[config.mk]
export PLATFORM = sky130hd
export DESIGN_NAME = list_intersection_probe_engine
export DESIGN_NICKNAME = d
export VERILOG_FILES = /design/src/rtl/core/lipe_pkg.sv /design/src/rtl/core/lipe_front.sv /design/src/rtl/core/lipe_queue.sv /design/src/rtl/core/lipe_scan.sv /design/src/rtl/core/list_intersection_probe_engine.sv
export VERILOG_INCLUDE_DIRS = /design/src /design/src/rtl/core
export SDC_FILE = /design/constraint.sdc
export NUM_CORES = 2
export LEC_CHECK = 0
export BUFFER_PORTS_ARGS = -buffer_cell sky130_fd_sc_hd__buf_2
export CORE_ASPECT_RATIO = 0.7
export CORE_MARGIN = 5
export CORE_UTILIZATION = 40
export DETAILED_ROUTE_END_ITERATION = 16
export MAX_ROUTING_LAYER = met4
export PLACE_DENSITY = 0.63
export SYNTH_ARGS = -nofsm -noshare
export SYNTH_HDL_FRONTEND = slang
export SYNTH_SLANG_ARGS = --single-unit
[constraint.sdc]
create_clock -name i_clk -period 8.81 [get_ports i_clk]
set_input_delay 1.762 -clock i_clk [delete_from_list [all_inputs] [get_ports i_clk]]
set_output_delay 1.762 -clock i_clk [all_outputs]
set_load 0.01 [all_outputs]
[src/rtl/core/list_intersection_probe_engine_defines.svh]
// assertion macros shared by the list intersection probe engine
`ifndef LIST_INTERSECTION_PROBE_ENGINE_DEFINES_SVH
`define LIST_INTERSECTION_PROBE_ENGINE_DEFINES_SVH

// implication checked at every clock edge outside reset
`define LIPE_ASSERT_IMP(label, ante, cons, msg) \
    label: assert property (@(posedge i_clk) disable iff (!i_rst_n) (ante) |-> (cons)) \
        else $error(msg);

// condition that must hold at every clock edge outside reset
`define LIPE_ASSERT_ALWAYS(label, cond, msg) \
    label: assert property (@(posedge i_clk) disable iff (!i_rst_n) (cond)) \
        else $error(msg);

`endif

[src/rtl/core/lipe_pkg.sv]
// shared constants, codes and types of the list intersection probe engine
`timescale 1ns / 1ps
package lipe_pkg;

    localparam int LIST_DEPTH = 64;
    localparam int IDX_W      = (LIST_DEPTH > 1) ? $clog2(LIST_DEPTH) : 1;
    localparam int CNT_W      = $clog2(LIST_DEPTH + 1);
    localparam int VALUE_W    = 32;
    localparam int MODE_W     = 2;

    localparam int Q_DEPTH    = 2;
    localparam int Q_IDX_W    = 1;
    localparam int Q_CNT_W    = 2;

    // input mode codes
    localparam logic [MODE_W-1:0] MODE_STORE = 2'd0;
    localparam logic [MODE_W-1:0] MODE_PROBE = 2'd1;
    localparam logic [MODE_W-1:0] MODE_CLEAR = 2'd2;

    // command codes carried through the queue
    typedef enum logic [1:0] {
        OP_STORE = 2'd0,
        OP_PROBE = 2'd1,
        OP_CLEAR = 2'd2
    } t_op;

    typedef struct packed {
        t_op                        op;
        logic signed [VALUE_W-1:0]  value;
    } t_cmd;

endpackage

[src/rtl/core/lipe_front.sv]
// front end: accepts input beats, classifies the mode and drops unused codes
`timescale 1ns / 1ps
module lipe_front
    import lipe_pkg::*;
(
    input  logic                       i_clk,
    input  logic                       i_rst_n,
    input  logic                       i_valid,
    output logic                       o_ready,
    input  logic [MODE_W-1:0]          i_mode,
    input  logic signed [VALUE_W-1:0]  i_value,
    output logic                       o_push,
    output t_cmd                       o_cmd,
    input  logic                       i_full
);

    logic r_seen;
    logic n_seen;
    logic known;
    t_op  op;

    always_comb begin
        known = 1'b1;
        op    = OP_STORE;
        unique case (i_mode)
            MODE_STORE: op = OP_STORE;
            MODE_PROBE: op = OP_PROBE;
            MODE_CLEAR: op = OP_CLEAR;
            default:    known = 1'b0;
        endcase
    end

    assign o_ready     = !i_full;
    // unused mode is taken from the channel but never queued
    assign o_push      = i_valid && o_ready && known;
    assign o_cmd.op    = op;
    assign o_cmd.value = i_value;

    // tracks whether any beat was ever taken, for idle visibility
    assign n_seen = r_seen || (i_valid && o_ready);

    always_ff @(posedge i_clk) begin
        if (!i_rst_n) begin
            r_seen <= 1'b0;
        end else begin
            r_seen <= n_seen;
        end
    end

endmodule

[src/rtl/core/lipe_queue.sv]
// two-entry command queue between the front end and the scan engine
`timescale 1ns / 1ps
module lipe_queue
    import lipe_pkg::*;
(
    input  logic  i_clk,
    input  logic  i_rst_n,
    input  logic  i_push,
    input  t_cmd  i_cmd,
    output logic  o_full,
    input  logic  i_pop,
    output logic  o_empty,
    output t_cmd  o_cmd
);

    t_cmd               r_slot [Q_DEPTH];
    logic [Q_IDX_W-1:0] r_wp;
    logic [Q_IDX_W-1:0] r_rp;
    logic [Q_CNT_W-1:0] r_cnt;
    logic [Q_CNT_W-1:0] n_cnt;
    logic               do_push;
    logic               do_pop;

    assign o_full  = (r_cnt == Q_CNT_W'(Q_DEPTH));
    assign o_empty = (r_cnt == '0);
    assign o_cmd   = r_slot[r_rp];
    assign do_push = i_push && !o_full;
    assign do_pop  = i_pop && !o_empty;

    always_comb begin
        n_cnt = r_cnt;
        if (do_push && !do_pop) begin
            n_cnt = r_cnt + 1'b1;
        end else if (do_pop && !do_push) begin
            n_cnt = r_cnt - 1'b1;
        end
    end

    always_ff @(posedge i_clk) begin
        if (do_push) begin
            r_slot[r_wp] <= i_cmd;
        end
    end

    always_ff @(posedge i_clk) begin
        if (!i_rst_n) begin
            r_wp  <= '0;
            r_rp  <= '0;
            r_cnt <= '0;
        end else begin
            if (do_push) begin
                r_wp <= r_wp + 1'b1;
            end
            if (do_pop) begin
                r_rp <= r_rp + 1'b1;
            end
            r_cnt <= n_cnt;
        end
    end

endmodule

[src/rtl/core/lipe_scan.sv]
// back end: list storage, sequential probe scan and the result register
`timescale 1ns / 1ps
`include "list_intersection_probe_engine_defines.svh"
module lipe_scan
    import lipe_pkg::*;
(
    input  logic                       i_clk,
    input  logic                       i_rst_n,
    input  logic                       i_empty,
    input  t_cmd                       i_cmd,
    output logic                       o_pop,
    output logic                       o_valid,
    input  logic                       i_ready,
    output logic signed [VALUE_W-1:0]  o_match_value,
    output logic                       o_last_match
);

    localparam logic [1:0] ST_IDLE = 2'd0;
    localparam logic [1:0] ST_SCAN = 2'd1;
    localparam logic [1:0] ST_DONE = 2'd2;

    logic [VALUE_W-1:0]        r_list [LIST_DEPTH];
    logic [VALUE_W-1:0]        r_rd_data;

    logic [1:0]                r_state;
    logic [1:0]                n_state;
    logic [CNT_W-1:0]          r_count;
    logic [CNT_W-1:0]          n_count;
    logic [CNT_W-1:0]          r_idx;
    logic [CNT_W-1:0]          n_idx;
    logic                      r_b_valid;
    logic                      n_b_valid;
    logic                      r_b_end;
    logic                      n_b_end;
    logic                      r_pend;
    logic                      n_pend;
    logic signed [VALUE_W-1:0] r_probe;
    logic signed [VALUE_W-1:0] n_probe;
    logic                      r_ov;
    logic                      n_ov;
    logic signed [VALUE_W-1:0] r_om;
    logic signed [VALUE_W-1:0] n_om;
    logic                      r_ol;
    logic                      n_ol;

    logic                      out_free;
    logic                      b_hit;
    logic                      stall;
    logic                      rd_en;
    logic                      wr_en;

    assign out_free = !r_ov || i_ready;
    assign b_hit    = r_b_valid && (r_rd_data == VALUE_W'(r_probe));
    // a second hit pushes the held one out, which needs the result slot
    assign stall    = b_hit && r_pend && !out_free;

    always_comb begin
        n_state   = r_state;
        n_count   = r_count;
        n_idx     = r_idx;
        n_b_valid = r_b_valid;
        n_b_end   = r_b_end;
        n_pend    = r_pend;
        n_probe   = r_probe;
        n_ov      = r_ov && !i_ready;
        n_om      = r_om;
        n_ol      = r_ol;
        o_pop     = 1'b0;
        rd_en     = 1'b0;
        wr_en     = 1'b0;
        unique case (r_state)
            ST_IDLE: begin
                if (!i_empty) begin
                    o_pop = 1'b1;
                    unique case (i_cmd.op)
                        OP_STORE: begin
                            if (r_count < CNT_W'(LIST_DEPTH)) begin
                                wr_en   = 1'b1;
                                n_count = r_count + 1'b1;
                            end
                        end
                        OP_CLEAR: begin
                            n_count = '0;
                        end
                        OP_PROBE: begin
                            n_probe   = i_cmd.value;
                            n_idx     = '0;
                            n_b_valid = 1'b0;
                            n_pend    = 1'b0;
                            if (r_count != '0) begin
                                n_state = ST_SCAN;
                            end
                        end
                        default: begin
                        end
                    endcase
                end
            end
            ST_SCAN: begin
                if (!stall) begin
                    if (b_hit) begin
                        n_pend = 1'b1;
                        if (r_pend) begin
                            n_ov = 1'b1;
                            n_om = r_probe;
                            n_ol = 1'b0;
                        end
                    end
                    rd_en     = (r_idx < r_count);
                    n_b_valid = rd_en;
                    n_b_end   = (r_idx == CNT_W'(r_count - 1'b1));
                    if (rd_en) begin
                        n_idx = r_idx + 1'b1;
                    end
                    if (r_b_valid && r_b_end) begin
                        n_state = ST_DONE;
                    end
                end
            end
            ST_DONE: begin
                if (!r_pend) begin
                    n_state = ST_IDLE;
                end else if (out_free) begin
                    n_ov    = 1'b1;
                    n_om    = r_probe;
                    n_ol    = 1'b1;
                    n_pend  = 1'b0;
                    n_state = ST_IDLE;
                end
            end
            default: begin
                n_state = ST_IDLE;
            end
        endcase
    end

    always_ff @(posedge i_clk) begin
        if (wr_en) begin
            r_list[r_count[IDX_W-1:0]] <= i_cmd.value;
        end
    end

    always_ff @(posedge i_clk) begin
        if (rd_en) begin
            r_rd_data <= r_list[r_idx[IDX_W-1:0]];
        end
    end

    always_ff @(posedge i_clk) begin
        r_probe <= n_probe;
        r_om    <= n_om;
        r_ol    <= n_ol;
        r_b_end <= n_b_end;
        r_idx   <= n_idx;
    end

    always_ff @(posedge i_clk) begin
        if (!i_rst_n) begin
            r_state   <= ST_IDLE;
            r_count   <= '0;
            r_b_valid <= 1'b0;
            r_pend    <= 1'b0;
            r_ov      <= 1'b0;
        end else begin
            r_state   <= n_state;
            r_count   <= n_count;
            r_b_valid <= n_b_valid;
            r_pend    <= n_pend;
            r_ov      <= n_ov;
        end
    end

    assign o_valid       = r_ov;
    assign o_match_value = r_om;
    assign o_last_match  = r_ol;

    `LIPE_ASSERT_ALWAYS(a_count_bound, r_count <= CNT_W'(LIST_DEPTH), "list count overflow")
    `LIPE_ASSERT_IMP(a_idle_no_pend, r_state == ST_IDLE, !r_pend, "held hit left in idle")
    `LIPE_ASSERT_IMP(a_read_in_scan, r_b_valid, r_state == ST_SCAN, "read data outside scan")
    `LIPE_ASSERT_IMP(a_idx_bound, r_state == ST_SCAN, r_idx <= r_count, "scan index past list")
    `LIPE_ASSERT_IMP(a_pop_idle, o_pop, r_state == ST_IDLE, "command popped mid scan")

endmodule

[src/rtl/core/list_intersection_probe_engine.sv]
// top level of the nested-loop list intersection probe engine
//
//   beat     direction  fields                         handshake
//   command  in         i_mode, i_value                i_valid / o_ready
//   result   out        o_match_value, o_last_match    o_valid / i_ready
//
// store and clear are handled in the scan engine in the cycle they are dequeued,
// as is a probe of an empty list; any other probe passes through the dequeue,
// one list entry read per cycle from a single memory read port while the scan
// is not stalled, the registered read data and the final result hand-off
// a two-entry queue lets commands be taken while a probe is still scanning
// reset is synchronous, active low, and empties the list; no clearing pass
// a stalled result register holds the scan when a further hit arrives, and
// the final hand-off waits for the result register to free up
`timescale 1ns / 1ps
module list_intersection_probe_engine
    import lipe_pkg::*;
(
    input  logic                       i_clk,
    input  logic                       i_rst_n,
    input  logic                       i_valid,
    output logic                       o_ready,
    input  logic [MODE_W-1:0]          i_mode,
    input  logic signed [VALUE_W-1:0]  i_value,
    output logic                       o_valid,
    input  logic                       i_ready,
    output logic signed [VALUE_W-1:0]  o_match_value,
    output logic                       o_last_match
);

    logic push;
    t_cmd push_cmd;
    logic full;
    logic pop;
    logic empty;
    t_cmd head_cmd;

    lipe_front u_front (
        .i_clk   (i_clk),
        .i_rst_n (i_rst_n),
        .i_valid (i_valid),
        .o_ready (o_ready),
        .i_mode  (i_mode),
        .i_value (i_value),
        .o_push  (push),
        .o_cmd   (push_cmd),
        .i_full  (full)
    );

    lipe_queue u_queue (
        .i_clk   (i_clk),
        .i_rst_n (i_rst_n),
        .i_push  (push),
        .i_cmd   (push_cmd),
        .o_full  (full),
        .i_pop   (pop),
        .o_empty (empty),
        .o_cmd   (head_cmd)
    );

    lipe_scan u_scan (
        .i_clk         (i_clk),
        .i_rst_n       (i_rst_n),
        .i_empty       (empty),
        .i_cmd         (head_cmd),
        .o_pop         (pop),
        .o_valid       (o_valid),
        .i_ready       (i_ready),
        .o_match_value (o_match_value),
        .o_last_match  (o_last_match)
    );

endmodule
==> flow_summary.yaml <==
logic_synthesis:
  synth_top_area_share: 0.784
  synth_top_area_cell: "edfxtp_1"
  seq_area_frac_synth: 0.788
  synth_simple_gate_area_frac: 0.0123
  async_reset_ff_frac: 0
  synth-edff-count: 2221
  synth.area.top_cells: "edfxtp_1 78%, mux4_2 17%, a22oi_1 0.56%"
  synth_seq_cells: 2238
  synth_fa_ha_area_frac: 0.00221
  synth_cell_types: 44
  syn_avg_cell_area_um2: 24.3
  synth.net_count: 3546
  yosysWarnings: 0
  synthMuxAreaShare: 0.174
  netlist_area_mm2: 0.0851
  synth_top_family_by_area: "multiplexers"
  synth_ff_type: "edfxtp_1"
  synth-xor-area-share: 0.00515
  synth_compound_area_frac: 0.00822
  netlist_instances: 3493
placement:
  post-place-ws_ps: 3890
  dpl.hpwl_um: 112000
  place_congestion: 0.880
  io_buffers: 72
  placedCellCount: 6296
  place_area_mm2: 0.0896
hold_path:
  min_path_type: "flip-flop to flip-flop"
final_layout:
  syn2layout_area_growth_pct: 12.6
  seqCellArea_mm2: 0.0670
  nFillCells: 17300
  drive_gt1_frac: 0.310
  final_cell_mix: "2,221 x edfxtp_1, 640 x mux4_2, 203 x clkbuf_16"
  stdcell_area_mm2: 0.0957
  final_common_cell: "edfxtp_1"
  fin_nets: 3763
  utilization: 0.453
  multi_input_area_mm2: 0.0177
  fin_cells: 6655
global_route:
  grt_pass1_vias: 37400
  grt_pass1_wl_um: 291000
  gr-total-overflow: 0
  grt_max_degree: 134
  grt_antenna_before_repair: 8
  grt_usage: 0.189
die:
  io_pins: 73
  coreArea_mm2: 0.211
  dieHeight_um: 396
  initial_utilization: 0.402
  die_w_um: 561
  fp.dieArea_mm2: 0.222
  rows: 141
status:
  status: "complete, no violations"
detailed_routing:
  routedWlPerCell_um: 31.2
  via_per_inst: 5.85
  drt_iter0_drc: 5532
  routed_wl_um: 207000
  drt_pass1_iterations: 8
  vias: 38900
  ant_nets: 0
  drc: 0
sta:
  fin_skew_ps: 41.1
  final-setup-viol-count: 0
  slew-limit-headroom: 0.162
  tns_ps: 0
  fin_ws_ps: 3680
  min_period_ps: 5130
  fmax_mhz: 195
  rsz0062_at_grt: "no"
  holdWs_ps: 515
  fin_crit_sh: 0.582
  maxSlewViolCount: 0
  finalHoldViolCount: 0
  tightest_slew_ps: 1250
worst_setup_path:
  cpPeakStageDelay_ps: 1270
  critPathSlowestCell: "nor2_4"
  arrival_ps: 5550
  path_buf_inv: 0
  cp_top_family: "simple AND/OR/NAND/NOR gates"
  critPathMaxFanout: 35
  criticalPathCategory: "flip-flop to flip-flop"
  cp-start-kind: "flip-flop"
  crit_chain: "mux2i_1 > nand2b_1 > nor4_1 > nand3_1 > nor2_4"
  critPathCaptureType: "flip-flop"
  crit_required_ps: 9230
clocking:
  cts_buffer_depth: 4
  h-tree-depth: 4
  clk_pin_slew_ps: 60
  cts_tree: "done"
  post-cts-setup-buffers: 0
  cts.sinks: 2238
  numCtsBuffers: 200
  cts_root_buffer: "clkbuf_16"
  clk_latency_ps: 850
  postCtsHoldBufs: 0
  cts_resized: 0
run:
  maxCapViolCount: 0
pwr:
  power.density_mw_per_mm2: 269
  power_mw: 25.7
  leakage_nw: 29.1
  ir_drop_uv: 148
-- synth_stat cells (6+ instances only) --
master,count
nor4_1,15
inv_1,12
xor2_1,38
buf_2,53
dfxtp_1,17
clkbuf_1,95
nor3_1,11
o21ai_0,8
nor2_1,86
mux2_2,33
ha_1,15
a21oi_1,8
edfxtp_1,2221
a22oi_1,64
xnor2_1,12
and2_1,9
mux4_2,640
nand2_1,55
nor2b_1,6
nand3_1,23
buf_1,18
-- cell type report --
cell class | instances | share of cell area
sequential | 2238 | 0.700
multi-input combinational | 1067 | 0.185
clock buffer | 266 | 0.0559
tap | 2788 | 0.0364
timing repair buffer | 190 | 0.0137
clock inverter | 87 | 0.00797
inverter | 13 | 0.000510
antenna | 6 | 0.000157
-- logic make-up (layout without fill, tap and decap cells) --
logic type               Yosys count  count (layout)
other                              0               6
adder cells (fa/ha/maj)           15              15
multiplexers                     677             677
XOR/XNOR                          50              50
AO/OA/AOI/OAI                     97              97
buffers and inverters            188             556
AND/OR/NAND/NOR                  228             228
flip-flops                      2238            2238
-- power breakdown --
| part | total (mW) | switching (mW) | internal (mW) | leakage (nW) |
|---|---|---|---|---|
| Combinational | 4.52 | 2.92 | 1.61 | 5.97 |
| Clock | 8.39 | 3.77 | 4.62 | 2.97 |
| Sequential | 12.8 | 0.142 | 12.7 | 20.1 |
-- tightest hold or removal path, stage by stage, from the launching register on --
cell	delay, ps
dfxtp_1	330
nand4_1	70
o21ai_0	60
-- registers in the layout (all words and copies together), names as in the netlist, named ones only --
name	count
u_scan.r_b_valid	1
u_scan.o_match_value	32
u_scan.r_state	2
u_scan.o_last_match	1
u_scan.o_valid	1
u_scan.r_idx	7
u_queue.r_slot	68
u_scan.r_list	2048
u_scan.r_rd_data	32
u_scan.r_probe	32
u_queue.r_wp	1
u_queue.r_cnt	2
u_scan.r_count	7
u_queue.r_rp	1
u_scan.r_pend	1
u_scan.r_b_end	1
-- path summary, 6_finish.rpt --
| path | from | to | slack [ps] | depth (start not counted) |
|---|---|---|---|---|
| worst max-delay path | flip-flop | u_scan.r_list[44][29] | 3680 | 5 |
| worst min-delay path | u_scan.r_pend | u_scan.o_valid | 510 | 2 |
| worst max register to register | flip-flop | u_scan.r_list[44][29] | 3680 | 5 |
| worst min register to register | u_scan.r_pend | u_scan.o_valid | 510 | 2 |
-- per-layer routing --
| metal | vias up | global-route usage | part of all wire |
|---|---|---|---|
| met5 | - | - | 0 |
| met1 | 21200 | 0.295 | 0.45 |
| met4 | 0 | 0.0388 | 0.021 |
| li1 | 15500 | - | - |
| met3 | 244 | 0.0436 | 0.11 |
| met2 | 2041 | 0.253 | 0.43 |
Note: power is estimated with default switching activity, not from simulation.
